===== src/design/sida_pkg.sv =====
`timescale 1ns / 1ps

package sida_pkg;

  // ASCII codes used in a run
  localparam logic [7:0] CH_ZERO  = 8'h30;
  localparam logic [7:0] CH_MINUS = 8'h2D;
  localparam logic [7:0] CH_CR    = 8'h0D;
  localparam logic [7:0] CH_LF    = 8'h0A;
  localparam logic [7:0] CH_NUL   = 8'h00;

  // Value and digit geometry
  localparam int VALUE_W    = 32;
  localparam int DIGIT_W    = 4;
  localparam int MAX_DIGITS = 10;
  localparam int DIGITS_W   = DIGIT_W * MAX_DIGITS;
  localparam int NDIG_W     = 4;

  // floor(x / 10) == (x * RECIP10) >> RECIP_SHIFT for every 32-bit x
  localparam logic [31:0] RECIP10     = 32'hCCCC_CCCD;
  localparam int          RECIP_SHIFT = 35;

  // Entries in the queue between converter and emitter
  localparam int QUEUE_DEPTH = 2;

  // One converted value: sign, BCD digits (most significant in the top nibble)
  typedef struct packed {
    logic                negative;
    logic [DIGITS_W-1:0] digits;
    logic [NDIG_W-1:0]   ndig;
  } job_t;

endpackage


===== src/design/sida_queue.sv =====
`timescale 1ns / 1ps

module sida_queue (
  input  logic           clk,
  input  logic           rst,
  input  logic           in_valid,
  output logic           in_ready,
  input  sida_pkg::job_t in_job,
  output logic           out_valid,
  input  logic           out_ready,
  output sida_pkg::job_t out_job
);

  localparam int DEPTH = sida_pkg::QUEUE_DEPTH;
  localparam int PTR_W = (DEPTH > 1) ? $clog2(DEPTH) : 1;
  localparam int CNT_W = $clog2(DEPTH + 1);

  sida_pkg::job_t   slot [DEPTH];
  logic [PTR_W-1:0] wr_ptr;
  logic [PTR_W-1:0] rd_ptr;
  logic [CNT_W-1:0] count;
  logic             do_wr;
  logic             do_rd;

  assign in_ready  = (count != CNT_W'(DEPTH));
  assign out_valid = (count != '0);
  assign out_job   = slot[rd_ptr];
  assign do_wr     = in_valid && in_ready;
  assign do_rd     = out_valid && out_ready;

  // Store an incoming beat
  always_ff @(posedge clk) begin
    if (do_wr) begin
      slot[wr_ptr] <= in_job;
    end
  end

  // Advance pointers and occupancy
  always_ff @(posedge clk) begin
    if (rst) begin
      wr_ptr <= '0;
      rd_ptr <= '0;
      count  <= '0;
    end else begin
      if (do_wr) begin
        wr_ptr <= (wr_ptr == PTR_W'(DEPTH - 1)) ? '0 : wr_ptr + 1'b1;
      end
      if (do_rd) begin
        rd_ptr <= (rd_ptr == PTR_W'(DEPTH - 1)) ? '0 : rd_ptr + 1'b1;
      end
      if (do_wr && !do_rd) begin
        count <= count + 1'b1;
      end else if (do_rd && !do_wr) begin
        count <= count - 1'b1;
      end
    end
  end

`ifndef SYNTHESIS
  // Occupancy never exceeds the number of slots
  assert property (@(posedge clk) disable iff (rst)
    count <= CNT_W'(DEPTH))
    else $error("queue: occupancy overflow");
`endif

endmodule


===== config.mk =====
export PLATFORM = sky130hd
export DESIGN_NAME = sida_queue
export DESIGN_NICKNAME = d
export VERILOG_FILES = /design/src/design/sida_pkg.sv /design/src/design/sida_queue.sv
export SDC_FILE = /design/constraint.sdc
export NUM_CORES = 1
export LEC_CHECK = 0
export CORE_MARGIN = 2
export CORE_UTILIZATION = 40
export DETAILED_ROUTE_END_ITERATION = 7
export DONT_BUFFER_PORTS = 1
export SKIP_CTS_REPAIR_TIMING = 1
export SLEW_MARGIN = 20
export SYNTH_ARGS = -nofsm -noshare
export SYNTH_HDL_FRONTEND = slang
export SYNTH_SLANG_ARGS = --single-unit

===== constraint.sdc =====
create_clock -name clk -period 2.5 [get_ports clk]
set_input_delay 0.375 -clock clk [delete_from_list [all_inputs] [get_ports clk]]
set_output_delay 0.375 -clock clk [all_outputs]
set_load 0.02 [all_outputs]

# ---- Word-level counts from Yosys, hierarchy flattened
# Memory sizes are Yosys's and may differ from the RTL's. A register that Yosys moved wholly into a read port is not among the register bits.
# Cells that the tools add are included.
dict set report totals {
  register_bits 4
  ram_bits 90
  input_bits 49
  output_inout_bits 47
  elab_cells 25
  mem_count 1
}
# memory words word_bits read_ports rd_clocked_by_memory_dff write_ports line_no
set mem_list {}
lappend mem_list {slot 2 45 1 1 1 sida_queue.sv:18} ;# sida_pkg::job_t slot [DEPTH];
dict set report op_classes {
  n_addsub 4
  n_eq_ne 1
  muxes 8
  reduce_logical 8
}
# cell count
set op_table {}
lappend op_table {{2-to-1 mux 1 bit} 6}
lappend op_table {{logical AND 1 bit} 4}
lappend op_table {{2-to-1 mux 2 bit} 2}
lappend op_table {{nonzero test 2 bit} 2}
lappend op_table {{adder 1 bit, second input constant} 2}
lappend op_table {{adder 2 x 1 -> 2 bit, second input constant} 1}
lappend op_table {{logical NOT 1 bit} 2}
lappend op_table {{!= test 2 bit, second input constant} 1}
lappend op_table {{subtractor 2 x 1 -> 2 bit, second input constant} 1}

# ---- Logic depth before layout (Yosys ltp)
dict set report depth {
  ltp_word 6
  depth_mapped 6
  ltp_nobuf 6
}

# ---- Worst setup path after synthesis
# OpenSTA, ideal clock, no wires.
dict set report synth_path {
  path_kind {reg2reg}
  from {reg count[0]}
  to {mem slot[1][0] in the netlist's numbering (enable)}
  setup_time_ns 0.407
  t_arrival_ns 1.853
  required_time_ns 2.093
  path_slack_ns 0.239
  path_stages_with_launch 3
  path_buffers 0
  synth_period_minus_slack_ns 2.261
  cell_sequence {dfxtp_1 -> nand2b_1 -> and3_1}
}
dict set report synth_via {
  elab_chain_cells 4
}
# element line_no
set synth_lines {}
lappend synth_lines {{start: declaration} sida_queue.sv:21} ;# logic [CNT_W-1:0] count;
lappend synth_lines {{start signal: assignment} sida_queue.sv:52} ;# count <= count + 1'b1;
lappend synth_lines {{start signal: assignment} sida_queue.sv:54} ;# count <= count - 1'b1;
lappend synth_lines {{!= test 2 bit} sida_queue.sv:25} ;# assign in_ready = (count != CNT_W'(DEPTH));
lappend synth_lines {{named net in_ready} sida_queue.sv:7} ;# output logic in_ready,
lappend synth_lines {{logical AND 1 bit} sida_queue.sv:28} ;# assign do_wr = in_valid && in_ready;
lappend synth_lines {{2-to-1 mux 1 bit} sida_queue.sv:33} ;# if (do_wr) begin
lappend synth_lines {{2-to-1 mux 1 bit (implied by the code)} sida_queue.sv:34} ;# slot[wr_ptr] <= in_job;
lappend synth_lines {{end: declaration} sida_queue.sv:18}
# The timed path passes the listed nets, and every way through them passes these cells.

==> flow_metrics.tcl <==
set metrics [dict create \
    outcome "finished, final reports clean" \
    crit_path_start_kind "flip-flop" \
    fillers 710 \
    htreeDepth 3 \
    synth_compound_area_share_pct 0.866 \
    finalWirelength_um 5670 \
    clockPowerShare_pct 21.8 \
    synth_fp_nets 214 \
    rows 33 \
    root_buffer "clkbuf_8" \
    powerDensity_mw_per_mm2 1030 \
    drt-initial-drc-count 46 \
    drive_gt1_share_pct 37.6 \
    yosysSeqAreaShare_pct 80.8 \
    relSlewSlack_pct 67.7 \
    maxCapViolCount 0 \
    cp_data_arrival_time_ps 1600 \
    initial_core_util_pct 41.8 \
    synthXorXnorAreaFrac_pct 0.758 \
    yosysTopAreaCell "edfxtp_1" \
    final_nets 223 \
    area_delta_synth_final_pct 9.56 \
    final.period_utilization_pct 78.9 \
    min_period_ps 1970 \
    muxShareOfSynthArea_pct 14.6 \
    cp-end-kind "output port" \
    tightest_slew_ps 484 \
    die_area_mm2 0.00943 \
    synth_cell_type_count 18 \
    synth_cells 164 \
    io_pins 96 \
    fin_skew_ps 6.29 \
    crit_type "flip-flop to output port" \
    finalHoldViolCount 0 \
    fmax_ghz 0.507 \
    p_sw_mw 1.23 \
    synth_area_mm2 0.00347 \
    cts_buffer_depth 2 \
    synthTopCellsByArea "edfxtp_1 78%, mux2_2 15%, dfxtp_1 2.9%" \
    grt_overflow 0 \
    wl_per_cell_um 20.0 \
    rsz0062_at_grt "false" \
    dp_cells 267 \
    hold_class "input port to flip-flop" \
    viasPerCell 5.09 \
    grt_use_total_pct 12.2 \
    clk_pin_slew_ps 80 \
    cts_tree "built" \
    multi_input_area_um2 627 \
    synth_top_family_by_area "multiplexers" \
    pwr-share-seq_pct 52.9 \
    yosys_warnings 0 \
    setup_viol 0 \
    p_leak_nw 1.21 \
    switching_share_pct 31.3 \
    pwr-share-comb_pct 25.3 \
    core_area_mm2 0.00830 \
    fin_util_pct 45.8 \
    synth_fa_ha_area_share_pct 0.361 \
    gp_congestion 0.761 \
    dr.pass1.iters 4 \
    numClockSinks 95 \
    ys_ff_latch 95 \
    drc 0 \
    die_width_um 97.1 \
    grt_pass1_wl_um 8640 \
    slew_violations 0 \
    clk_latency_ps 340 \
    cp.required_ps 2120 \
    dr_total_vias 1440 \
    antenna_found_initial 0 \
    grt_pass1_vias 1596 \
    hpwlAfterDp_um 3930 \
    stdcell_count 283 \
    max-vdd-ir-drop_mv 0.524 \
    die_y_um 97.1 \
    diodes 0 \
    portBuffers 0 \
    grt_max_degree 33 \
    ant_nets 0 \
    cts_inserted_buffers 9 \
    regArea_mm2 0.00280 \
    syn_avg_cell_area_um2 21.1 \
    setup_tns_ps 0 \
    synth.top_cell.area_share_pct 78.0 \
    worst-path-max-fanout 32 \
    synth-simple-area-share_pct 1.44 \
    internal-power_mw 2.70 \
]
-- worst max-delay path, cell delays in order, from the launching register on --
cell,delay (ps)
dfxtp_2,550
buf_12,250
mux2_2,430
-- layer usage --
| layer | global-route usage (%) | routed length [um] |
|---|---|---|
| met2 | 19.1 | 2650 |
| met3 | 8.85 | 838 |
| met1 | 12.2 | 2090 |
| met5 | 0 | 0 |
| met4 | 5.63 | 85 |
-- cell families after synthesis --
group / Yosys count
simple gates: 9
xor+xnor: 3
buf+inv: 6
compound gates: 5
flops: 95
mux: 45
fa+ha+maj: 1
-- synthesized netlist by cell type --
master    number
dfxtp_1        5
buf_2          1
edfxtp_1      90
buf_4          4
nor2_1         3
xor2_1         3
and3_1         1
or2_2          1
mux2_2        45
or3_1          1
nand2b_1       1
and2_1         1
a21oi_1        2
o21ai_0        2
ha_1           1
inv_1          1
a21bo_2        1
nand3b_1       1
-- through the flow --
step                setup WS [ps]  total power [mW]  hold slack, ps  area [um^2]
CTS                           481              3.99            65.8         3800
global placement              704              3.09             446         3630
floorplan                     239              2.96             444         3470
detailed placement            609              3.12             444         3630
global route                  420              4.11            60.3         3800
finish                        528              3.93            83.4         3800
-- power by group through the flow --
stage	logic, mW	clock network [mW]	registers [mW]
6_report	0.995	0.857	2.08
5_1_grt	1.06	0.954	2.10
4_1_cts	1.01	0.889	2.08
3_5_place_dp	1.01	0	2.12
3_3_place_gp	0.993	0	2.10
2_1_floorplan	0.888	0	2.07
-- placed cells by master, fill, tap and decap left out --
master	count
a21oi_1	2
clkbuf_8	9
inv_6	1
and3_2	1
o21ai_0	2
inv_2	1
clkinv_1	2
buf_12	3
xor2_1	3
and2_1	1
nor2_1	3
or3_1	1
dfxtp_1	4
mux2_2	45
clkinvlp_4	2
dfxtp_2	1
edfxtp_1	90
or2_2	1
a21bo_2	1
nand3b_1	1
nand2b_1	1
clkinv_4	2
ha_1	1
-- layout make-up --
type                            instances  share of cell area [%]
Tap cell                              105                    3.46
Timing Repair Buffer                    3                    1.58
Sequential cell                        95                    73.8
Clock inverter                          7                    1.28
Multi-Input combinational cell         63                    16.5
Inverter                                1                  0.0988
Clock buffer                            9                    3.26
-- sequential cells by signal (all words and copies together) (netlist names), named ones only --
signal and flops:
count 2, rd_ptr 1, slot 90, wr_ptr 1
-- worst paths after layout --
| path | slack, ps | from | cells after the start | end |
|---|---|---|---|---|
| setup / recovery | 530 | flip-flop | 2 | out_job[27] |
| hold / removal | 80 | rst | 1 | flip-flop |
| setup reg to reg | 600 | count[0] | 3 | slot[1][9] |
| hold reg to reg | 520 | rd_ptr | 2 | rd_ptr |
(Power assumes the default switching activity.)
