`src/design/sida_pkg.sv`:
```
`timescale 1ns / 1ps

package sida_pkg;

  // ASCII codes used in a run
  localparam logic [7:0] CH_ZERO  = 8'h30;
  localparam logic [7:0] CH_MINUS = 8'h2D;
  localparam logic [7:0] CH_CR    = 8'h0D;
  localparam logic [7:0] CH_LF    = 8'h0A;
  localparam logic [7:0] CH_NUL   = 8'h00;

  // Value and digit geometry
  localparam int VALUE_W    = 32;
  localparam int DIGIT_W    = 4;
  localparam int MAX_DIGITS = 10;
  localparam int DIGITS_W   = DIGIT_W * MAX_DIGITS;
  localparam int NDIG_W     = 4;

  // floor(x / 10) == (x * RECIP10) >> RECIP_SHIFT for every 32-bit x
  localparam logic [31:0] RECIP10     = 32'hCCCC_CCCD;
  localparam int          RECIP_SHIFT = 35;

  // Entries in the queue between converter and emitter
  localparam int QUEUE_DEPTH = 2;

  // One converted value: sign, BCD digits (most significant in the top nibble)
  typedef struct packed {
    logic                negative;
    logic [DIGITS_W-1:0] digits;
    logic [NDIG_W-1:0]   ndig;
  } job_t;

endpackage

```
`src/design/sida_back.sv`:
```
`timescale 1ns / 1ps

module sida_back (
  input  logic           clk,
  input  logic           rst,
  input  logic           job_valid,
  output logic           job_ready,
  input  sida_pkg::job_t job,
  output logic           empty,
  input  logic           pop,
  output logic [7:0]     text_byte,
  output logic           last_byte
);

  typedef enum logic [2:0] {
    PH_IDLE,
    PH_DIGIT,
    PH_CR,
    PH_LF,
    PH_NUL
  } phase_t;

  localparam int TOP = sida_pkg::DIGITS_W - sida_pkg::DIGIT_W;

  phase_t                        phase;
  logic                          out_valid;
  logic [sida_pkg::DIGITS_W-1:0] digits;
  logic [sida_pkg::NDIG_W-1:0]   cnt;
  logic                          slot_free;

  assign empty     = !out_valid;
  assign slot_free = !out_valid || pop;
  assign job_ready = slot_free && (phase == PH_IDLE);

  // Emit one byte a cycle into the output register while it is free
  always_ff @(posedge clk) begin
    if (rst) begin
      phase     <= PH_IDLE;
      out_valid <= 1'b0;
    end else begin
      if (out_valid && pop) begin
        out_valid <= 1'b0;
      end
      if (slot_free) begin
        case (phase)
          PH_IDLE: begin
            if (job_valid) begin
              out_valid <= 1'b1;
              last_byte <= 1'b0;
              if (job.negative) begin
                text_byte <= sida_pkg::CH_MINUS;
                digits    <= job.digits;
                cnt       <= job.ndig;
                phase     <= PH_DIGIT;
              end else begin
                text_byte <= sida_pkg::CH_ZERO + 8'(job.digits[sida_pkg::DIGITS_W-1:TOP]);
                digits    <= job.digits << sida_pkg::DIGIT_W;
                cnt       <= job.ndig - 1'b1;
                phase     <= (job.ndig == sida_pkg::NDIG_W'(1)) ? PH_CR : PH_DIGIT;
              end
            end
          end
          PH_DIGIT: begin
            out_valid <= 1'b1;
            last_byte <= 1'b0;
            text_byte <= sida_pkg::CH_ZERO + 8'(digits[sida_pkg::DIGITS_W-1:TOP]);
            digits    <= digits << sida_pkg::DIGIT_W;
            cnt       <= cnt - 1'b1;
            phase     <= (cnt == sida_pkg::NDIG_W'(1)) ? PH_CR : PH_DIGIT;
          end
          PH_CR: begin
            out_valid <= 1'b1;
            last_byte <= 1'b0;
            text_byte <= sida_pkg::CH_CR;
            phase     <= PH_LF;
          end
          PH_LF: begin
            out_valid <= 1'b1;
            last_byte <= 1'b0;
            text_byte <= sida_pkg::CH_LF;
            phase     <= PH_NUL;
          end
          PH_NUL: begin
            out_valid <= 1'b1;
            last_byte <= 1'b1;
            text_byte <= sida_pkg::CH_NUL;
            phase     <= PH_IDLE;
          end
          default: begin
            phase <= PH_IDLE;
          end
        endcase
      end
    end
  end

`ifndef SYNTHESIS
  // The closing flag only ever rides on the NUL terminator
  assert property (@(posedge clk) disable iff (rst)
    (!empty && last_byte) |-> (text_byte == sida_pkg::CH_NUL))
    else $error("back: last flag on a non-NUL byte");

  // Digits remain whenever the digit phase is entered
  assert property (@(posedge clk) disable iff (rst)
    (phase == PH_DIGIT) |-> (cnt != '0))
    else $error("back: digit phase with no digits left");
`endif

endmodule

```
`config.mk`:
```
export PLATFORM = sky130hd
export DESIGN_NAME = sida_back
export DESIGN_NICKNAME = d
export VERILOG_FILES = /design/src/design/sida_pkg.sv /design/src/design/sida_back.sv
export SDC_FILE = /design/constraint.sdc
export NUM_CORES = 1
export LEC_CHECK = 0
export ABC_AREA = 1
export ABC_CLOCK_PERIOD_IN_PS = 6850
export BUFFER_PORTS_ARGS = -buffer_cell sky130_fd_sc_hd__buf_2
export CELL_PAD_IN_SITES_DETAIL_PLACEMENT = 1
export CELL_PAD_IN_SITES_GLOBAL_PLACEMENT = 1
export CORE_MARGIN = 4
export CORE_UTILIZATION = 41
export DETAILED_ROUTE_END_ITERATION = 8
export PLACE_DENSITY_LB_ADDON = 0.1
export SLEW_MARGIN = 40
export SYNTH_ARGS = -nofsm -noshare
export SYNTH_HDL_FRONTEND = slang
export SYNTH_SLANG_ARGS = --single-unit
```
`constraint.sdc`:
```
create_clock -name clk -period 6.85 [get_ports clk]
set_clock_uncertainty 0.15 [all_clocks]
set_input_delay 1.37 -clock clk [delete_from_list [all_inputs] [get_ports clk]]
set_output_delay 1.37 -clock clk [all_outputs]
set_load 0.005 [all_outputs]
```
### Word level (Yosys, flattened, before mapping)

Cells that the tools add are included.

* logic and storage cells: 52
* bits of input ports: 49
* register bits: 57

* add/subtract/negate cells: 4
* multiplexer cells: 20
* reduce and logical (&&, ||, !) cells: 14
* equality and inequality tests: 7
* bitwise operators: 1

Operators by type and width (count)
* $mux W40: 2
* $pmux W40 S2: 1
* $pmux W8 S5: 1
* $add A6 B4 Y7 const A: 2
* $pmux W3 S4: 1
* $reduce_and A4 Y1: 3
* $eq A4 B1 Y1 const B: 2
* $mux W4: 2
* $mux W8: 1
* $pmux W4 S2: 1
* $sub A4 B1 Y4 const B: 2
* $mux W7: 1
* $eq A3 B2 Y1 const B: 2
* $mux W2: 3
* $reduce_bool A5 Y1: 1
* $mux W1: 4
* $reduce_or A4 Y1: 1
* $eq A3 B1 Y1 const B: 1
* $eq A3 B3 Y1 const B: 1
* $logic_not A3 Y1: 1
* $mux W3: 1
* $pmux W1 S3: 1
* $reduce_bool A3 Y1: 1
* $reduce_or A3 Y1: 1
* other kinds (8): 9

### Depth between registers and ports, before layout

Gate-level depths: netlist of the first run.

* word-level depth: 5
* mapped depth: 8
* gate-level depth less buffers: 8

### Least setup slack after synthesis of the first run

OpenSTA, ideal clock, no wires.

* path kind: input to register
* from: input pop
* to: register cnt[0] (netlist name) (enable)
* cell stages on the path: 3
* slack: 0.389 ns
* arrival: 5.756 ns
* path buffers: 0
* required time: 6.145 ns
* cell sequence: or2_2 o21ai_2 nor4_1

* word-level cells in the longest chain between the ends: 2

Ends and longest elaborated chain
* start: declaration: line sida_back.sv:10 `input logic pop,`
* $logic_or A1 B1 Y1: line sida_back.sv:32 `assign slot_free = !out_valid || pop;`
* $reduce_and A4 Y1 (no line)
* end signal: assignment: line sida_back.sv:53 `cnt <= job.ndig;`
* end signal: assignment: line sida_back.sv:58 `cnt <= job.ndig - 1'b1;`
* end signal: assignment: line sida_back.sv:68 `cnt <= cnt - 1'b1;`
* end: declaration: line sida_back.sv:28 `logic [sida_pkg::NDIG_W-1:0] cnt;`

Every way passes these cells.
A chain may end at the register's enable or synchronous reset.

### Worst setup path in the final report of the first run

* from: input pop
* to: output job_ready

* word-level cells in the longest chain between the ends: 2

Ends and longest elaborated chain
* $logic_or A1 B1 Y1: line sida_back.sv:32
* $logic_and A1 B1 Y1: line sida_back.sv:33 `assign job_ready = slot_free && (phase == PH_IDLE);`
* end: declaration: line sida_back.sv:7 `output logic job_ready,`

Every way passes these cells.

==> results of run 1 <==
==> power by group through the flow <==
stage	logic, mW	clock network, mW	registers (mW)
3_3_place_gp	0.167	0	0.444
5_1_grt	0.194	0.203	0.441
3_5_place_dp	0.171	0	0.446
2_1_floorplan	0.120	0	0.446
6_report	0.168	0.182	0.437
4_1_cts	0.172	0.187	0.438
==> cell type report <==
cell class | instances | area [um2] | share of cell area (%)
clock buffers | 6 | 72.6 | 2.21
clock inverters | 2 | 12.5 | 0.381
inverters | 20 | 75.1 | 2.28
multi-input cells | 235 | 1090 | 33.2
flip-flops and latches | 55 | 1610 | 49.0
well taps | 96 | 120 | 3.66
repair buffers | 59 | 303 | 9.22
==> metal layers <==
| layer | track usage [%] | share of wire (%) |
|---|---|---|
| met1 | 19.2 | 44 |
| met2 | 27.9 | 50 |
| met3 | 3.86 | 4.1 |
| met4 | 5.40 | 1.2 |
| met5 | 0 | 0 |
==> Yosys cell counts, types with 2 or more instances <==
| library cell | n |
|---|---|
| nand2_1 | 109 |
| edfxtp_1 | 51 |
| nor2_1 | 50 |
| a31oi_1 | 36 |
| inv_1 | 16 |
| buf_2 | 12 |
| nand3_1 | 9 |
| o21ai_0 | 8 |
| a21oi_1 | 5 |
| buf_1 | 4 |
| dfxtp_1 | 4 |
| ha_1 | 4 |
| inv_2 | 4 |
| xor2_1 | 4 |
| buf_4 | 3 |
| nor3_1 | 2 |
==> stage by stage <==
| stage | hold slack (ns) | cells | setup slack, ns | instance area, um2 | power, mW |
|---|---|---|---|---|---|
| floorplan | 0.326 | 330 | 0.389 | 2880 | 0.566 |
| global placement | 0.369 | 465 | 3.30 | 3190 | 0.611 |
| detailed placement | 0.378 | 465 | 3.27 | 3190 | 0.617 |
| CTS | 0.396 | 473 | 3.26 | 3280 | 0.797 |
| global route | 0.431 | 473 | 3.19 | 3290 | 0.838 |
| finish | 0.394 | 473 | 3.25 | 3290 | 0.788 |
==> worst max path at each step <==
stage	from	to	slack (ns)	cells past startpoint
2_1_floorplan	pop	cnt[0]	0.39	3
3_3_place_gp	pop	job_ready	3.30	5
3_5_place_dp	pop	job_ready	3.27	5
4_1_cts	pop	job_ready	3.26	5
5_1_grt	pop	job_ready	3.19	5
6_report	pop	job_ready	3.25	5
==> flip-flops by register name, indices dropped and copies added, names as in the netlist <==
register / cells
last_byte: 1
out_valid: 1
text_byte: 6
digits: 40
cnt: 4
phase: 3
==> kinds of logic (layout without fill, tap and decap cells) <==
group	count (synthesis)	in the layout	synth area share, %
buffers and inverters	40	87	6.41
xor gates and xnor gates	4	4	1.22
and+or+nand+nor	174	174	23.7
AOI/OAI and AO/OA	51	51	10.7
other	1	2	0.131
DFF	55	55	56.1
adders and majority gates	4	4	1.74
==> critical path, delay by kind of cell <==
kind,cells,cell delay [ns]
simple gates,2,0.37
buf+inv,3,0.33
==> metrics.md, run 1 <==
| Metric | Value |
|---|---|
| Status | `completed` |
| CTS tree | `yes` |
| Die ar. | `approximately 0.0084 mm2` |
| Area leader, netlist | `edfxtp_1` |
| Clk Latency, worst-skew pair | `0.31 ns` |
| Drt wl/cell | `14.0 um` |
| Most common cell on crit path | `buf_2` |
| Crit path largest cell delay | `between 0.3 and 0.4 ns` |
| Main synth FF type | `edfxtp_1` |
| Syn avg cell area | `8.73 um2` |
| RSZ-0062 raised after global routing | `no` |
| Hold depth | `2` |
| HPWL after DPL | `4420 um` |
| Number of flops mapped to enable cells by yosys | `51` |
| Site Rows | `30` |
| Total global routing overflow | `0` |
| Reg2reg end | `cnt[2]` |
| Lkg Pwr | `1.38 nW` |
| Clk pwr share | `between 20% and 30%` |
| 1st-pass router iterations | `6` |
| Port bufs | `57` |
| Diodes inserted | `0` |
| Initial DRC count | `105` |
| Arr. time, crit path | `2.08 ns` |
| Vias in the first global route | `2426` |
| Share of flip-flops with an asynchronous set or reset | `0%` |
| Post-CTS Hold Buffers | `0` |
| Leading cell type in the layout, fill and taps excluded | `nand2_1` |
| Synth Warn # | `0` |
| H-tree depth | `2` |
| # setup viols final | `0` |
| ANT nets after route | `0` |
| Core area | `0.00679 mm2` |
| Cell Area, Synth | `between 0.002 and 0.003 mm2` |
| Endpoint class of the critical path | `primary output` |
| Flop2flop setup slack | `between 4 and 5 ns` |
| Total GRT Usage | `roughly 16%` |
| Most frequent cells in the layout | `109 x nand2_1, 56 x buf_2, 51 x edfxtp_1` |
| Relative slew slack | `between 50 and 60%` |
| Initial Utilization | `a little over two fifths` |
| Number of setup buffers added after CTS | `0` |
| Hold Crit Class | `flip-flop to flip-flop` |
| Max-slew violation count | `0` |
| Max Cap Viol | `0` |
| Area Overhead vs Synth | `14.4%` |
| Peak VDD IR | `0.0807 mV` |
| Gate power share | `between 20% and 30%` |
| Sequential Power Share | `55.5%` |
| Setup TNS | `0 ns` |
| First-pass GRT wire length | `10800 um` |
| Reg2reg start | `phase[2]` |
| Switching fraction of total power | `29.4%` |
| GP Congestion | `0.744` |
| Vias | `2418` |
| Crit path kind | `input pin to primary output` |
| Routed WL | `about 6600 um` |
| Switching power of the nets | `231 uW` |
| Internal power | `556 uW` |
| Initial antenna violation count | `0` |
| Clk Tree Root Cell | `clkbuf_8` |
| Cells after Synth | `between 300 and 400` |
| WHS Endpoint | `phase[1]` |
| Fraction of final layout cells sized beyond drive strength 1 | `between 15 and 20%` |
| Final Hold Vio Count | `0` |
| Post-route clock period utilization | `between 50% and 60%` |
| Top Ports | `60` |
| Total CTS buffers | `5` |
| Die W | `91.7 um` |
| CP cell instances | `buf_2 > or2_2 > inv_1 > nor2_1 > buf_2` |
| Synth top area share | `a little over half` |
| Reg clk slew, reported paths | `approximately 0.1 ns` |
| Nets@finish | `429` |
| Post-CTS sizing | `0` |
| DRC viols | `0` |
| Fill count | `836` |
| Critical-path maximum fanout | `3` |
| PD cells | `240 mW/mm2` |
| Crit path launch type | `input pin` |
| Hold Crit Start | `phase[1]` |
| Crit-path slowest cell | `or2_2` |
| Worst-Margin Slew | `0.744 ns` |
| Worst path required time | `5.33 ns` |
| Worst-case reg-to-reg path depth | `5` |
| Largest net degree at the start of global routing | `80` |
| CTS sink cnt | `55` |
| Max Fclk | `roughly 0.28 GHz` |
| Via-to-Cell Ratio | `5.11` |
| Synth top area cells | `edfxtp_1 53%, nand2_1 14%, a31oi_1 7.8%, nor2_1 6.5%, dfxtp_1 2.8%` |
| CTS max path bufs | `2` |
| Final core occ | `48.4%` |
| Fin crit period | `approximately 3.6 ns` |
| Die Y | `between 90 and 100 um` |
| Post-synth cell types | `24` |
| Register area share after synthesis | `56.1%` |
| Flops & latches, synth | `55` |
No activity file was read; power rests on OpenSTA's default activity.
==> run 2: changes to the inputs <==
--- a/config.mk
+++ b/config.mk
@@ -6,12 +6,12 @@
 export NUM_CORES = 1
 export LEC_CHECK = 0
 export ABC_AREA = 1
-export ABC_CLOCK_PERIOD_IN_PS = 6850
+export ABC_CLOCK_PERIOD_IN_PS = 3300
 export BUFFER_PORTS_ARGS = -buffer_cell sky130_fd_sc_hd__buf_2
 export CELL_PAD_IN_SITES_DETAIL_PLACEMENT = 1
 export CELL_PAD_IN_SITES_GLOBAL_PLACEMENT = 1
 export CORE_MARGIN = 4
-export CORE_UTILIZATION = 41
+export CORE_UTILIZATION = 37
 export DETAILED_ROUTE_END_ITERATION = 8
 export PLACE_DENSITY_LB_ADDON = 0.1
 export SLEW_MARGIN = 40
==> constraint.sdc (replaced) <==
create_clock -name clk -period 3.3 [get_ports clk]
set_clock_uncertainty 0.15 [all_clocks]
set_input_delay 0.66 -clock clk [delete_from_list [all_inputs] [get_ports clk]]
set_output_delay 0.66 -clock clk [all_outputs]
set_load 0.005 [all_outputs]
==> metrics.md, run 2 (synthesis gave the netlist of run 1 again) <==
| Metric | Value |
|---|---|
| Area Overhead vs Synth | `16.3% (was 14.4%)` |
| Clk Latency, worst-skew pair | `0.30 ns (was 0.31 ns)` |
| RSZ-0062 raised after global routing | `no (unchanged)` |
| Fraction of final layout cells sized beyond drive strength 1 | `20.6% (was 19.9%)` |
| Reg2reg end | `digits[31] (was cnt[2])` |
| Routed WL | `6590 um (was 6610 um)` |
| CTS sink cnt | `55 (unchanged)` |
| Setup TNS | `0 ns (unchanged)` |
| HPWL after DPL | `4510 um (was 4420 um)` |
| Most common cell on crit path | `buf_2 (unchanged)` |
| Leading cell type in the layout, fill and taps excluded | `nand2_1 (unchanged)` |
| Core area | `0.00741 mm2 (was 0.00679 mm2)` |
| Relative slew slack | `49.8% (was 50.4%)` |
| Hold depth | `2 (unchanged)` |
| Post-route clock period utilization | `65.2%` |
| Number of setup buffers added after CTS | `0 (unchanged)` |
| Max-slew violation count | `0 (unchanged)` |
| Site Rows | `31 (was 30)` |
| Worst path required time | `2.49 ns (was 5.33 ns)` |
| Most frequent cells in the layout | `109 x nand2_1, 57 x buf_2, 51 x edfxtp_1 (was 109 x nand2_1, 56 x buf_2, 51 x edfxtp_1)` |
| Reg clk slew, reported paths | `0.10 ns (about the same)` |
| ANT nets after route | `0 (unchanged)` |
| Via-to-Cell Ratio | `5.03 (was 5.11)` |
| Hold Crit Class | `flip-flop to flip-flop (unchanged)` |
| Initial Utilization | `38.8% (was 42.3%)` |
| Initial DRC count | `119 (was 105)` |
| Largest reg by FF count | `digits (unchanged)` |
| Endpoint class of the critical path | `primary output (unchanged)` |
| PD cells | `517 mW/mm2 (was 240 mW/mm2)` |
| Die Y | `96.1 um (was 91.7 um)` |
| Vias | `2405 (was 2418)` |
| CTS max path bufs | `2 (unchanged)` |
| Crit-path slowest cell | `or2_2 (unchanged)` |
| Max Fclk | `0.465 GHz` |
| DP Cell Count | `470 (was 465)` |
| Cell count along the critical path | `5 (unchanged)` |
| Diodes inserted | `0 (unchanged)` |
| Drt wl/cell | `13.8 um (was 14.0 um)` |
| Top Ports | `60 (unchanged)` |
| Non-filler cells, final | `478 (was 473)` |
| Design area | `0.00334 mm2 (was 0.00329 mm2)` |
| Footprint of the multi-input gates | `0.00109 mm2 (about the same)` |
| Reg area | `0.00161 mm2 (unchanged)` |
| Fin crit period | `between 2 and 2.5 ns` |
| Worst-Margin Slew | `0.752 ns (was 0.744 ns)` |
| CP cell instances | `buf_2 > or2_2 > inv_1 > nor2_1 > buf_2 (unchanged)` |
| Die W | `96.1 um (was 91.7 um)` |
| Initial antenna violation count | `0 (unchanged)` |
| CP top delay family | `simple AND/OR/NAND/NOR gates (unchanged)` |
| CTS tree | `yes (unchanged)` |
| Flop2flop setup slack | `1.27 ns (was 4.88 ns)` |
| DRC viols | `0 (unchanged)` |
| Worst-case reg-to-reg path depth | `5 (unchanged)` |
| Critical-path maximum fanout | `3 (unchanged)` |
| Crit path kind | `input pin to primary output (unchanged)` |
| Final Hold Vio Count | `0 (unchanged)` |
| Arr. time, crit path | `1.34 ns (was 2.08 ns)` |
| Area of placed instances | `0.00322 mm2 (was 0.00319 mm2)` |
| Biggest regs | `digits (40), text_byte (6), cnt (4) (unchanged)` |
| Total GRT Usage | `15.3% (was 16.0%)` |
| WP buf/inv | `3 (unchanged)` |
| Largest net degree at the start of global routing | `80 (unchanged)` |
| Total CTS buffers | `5 (unchanged)` |
| Lkg Pwr | `1.41 nW (was 1.38 nW)` |
| Die ar. | `0.00923 mm2 (was 0.00841 mm2)` |
| Post-CTS sizing | `0 (unchanged)` |
| GP Congestion | `0.743 (was 0.744)` |
| Port bufs | `57 (unchanged)` |
| Max Cap Viol | `0 (unchanged)` |
| Post-CTS Hold Buffers | `0 (unchanged)` |
| Clk Tree Root Cell | `clkbuf_8 (unchanged)` |
| Crit path launch type | `input pin (unchanged)` |
| Status | `completed (unchanged)` |
| # setup viols final | `0 (unchanged)` |
| Total global routing overflow | `0 (unchanged)` |
| Reg2reg start | `phase[2] (unchanged)` |
| Crit path largest cell delay | `0.32 ns (about the same)` |
| Nets@finish | `431 (was 429)` |
| H-tree depth | `2 (unchanged)` |
| WHS Endpoint | `text_byte[2] (was phase[1])` |
| Fill count | `919 (was 836)` |
| Hold Crit Start | `digits[38] (was phase[1])` |
| Max reg flops | `40 (unchanged)` |
| 1st-pass router iterations | `4 (was 6)` |
| Peak VDD IR | `0.167 mV (was 0.0807 mV)` |
| First-pass GRT wire length | `11300 um (was 10800 um)` |
| Vias in the first global route | `2456 (was 2426)` |
## run 2: cell types whose count changed in the layout (fill, tap and decap cells not counted)
cell and change:
buf_4 +1, nor4_2 -1, bufinv_16 +1, nor4_4 +1, clkinv_4 -1, nor3_2 -1
nor3_1 +1, clkbuf_1 -1, clkbuf_8 +1, clkinv_2 +1, buf_2 +1, clkinv_1 -1
## run 2: cell type report
type / count / area share (%)
multi-input cells: 235 / 32.8
flip-flops and latches: 55 / 48.3
repair buffers: 61 / 9.45
well taps: 99 / 3.71
inverters: 20 / 2.25
clock inverters: 2 / 1.05
clock buffers: 6 / 2.47
## run 2: power breakdown
part | switching [mW] | leakage (nW) | internal [mW]
logic | 0.228 | 0.837 | 0.123
registers | 0.0233 | 0.512 | 0.883
clock network | 0.222 | 0.0612 | 0.246
## run 2: how the worst max path moves through the flow
stage | start | end | slack (ns)
final | pop | job_ready | 1.15
after global routing | phase[1] | text_byte[0] | 1.08
after CTS | pop | job_ready | 1.15
after detailed placement | pop | text_byte[0] | 0.98
after global placement | pop | text_byte[0] | 1.01
after floorplan | pop | cnt[0] | 0.44
## run 2: worst min-delay path: stages, from the launching register on
cell      delay, ns
edfxtp_1       0.34
nand2_1        0.06
nand3_1        0.07
## run 2: through the flow
step	total power [mW]	utilization, %	setup slack [ns]	hold WS [ns]
4_1_cts	1.75	45.1	1.15	0.415
3_3_place_gp	1.27	43.5	1.01	0.386
2_1_floorplan	1.17	-	0.441	0.338
6_report	1.72	45.1	1.15	0.407
3_5_place_dp	1.28	43.5	0.977	0.391
5_1_grt	1.83	45.1	1.08	0.450
## run 2: routing by layer
layer	vias to the layer above	wire length, um	global-route usage, %
li1	1201	-	-
met1	1154	3080	21.1
met2	45	3140	25.3
met3	5	324	2.74
met4	0	49	2.84
met5	-	0	0
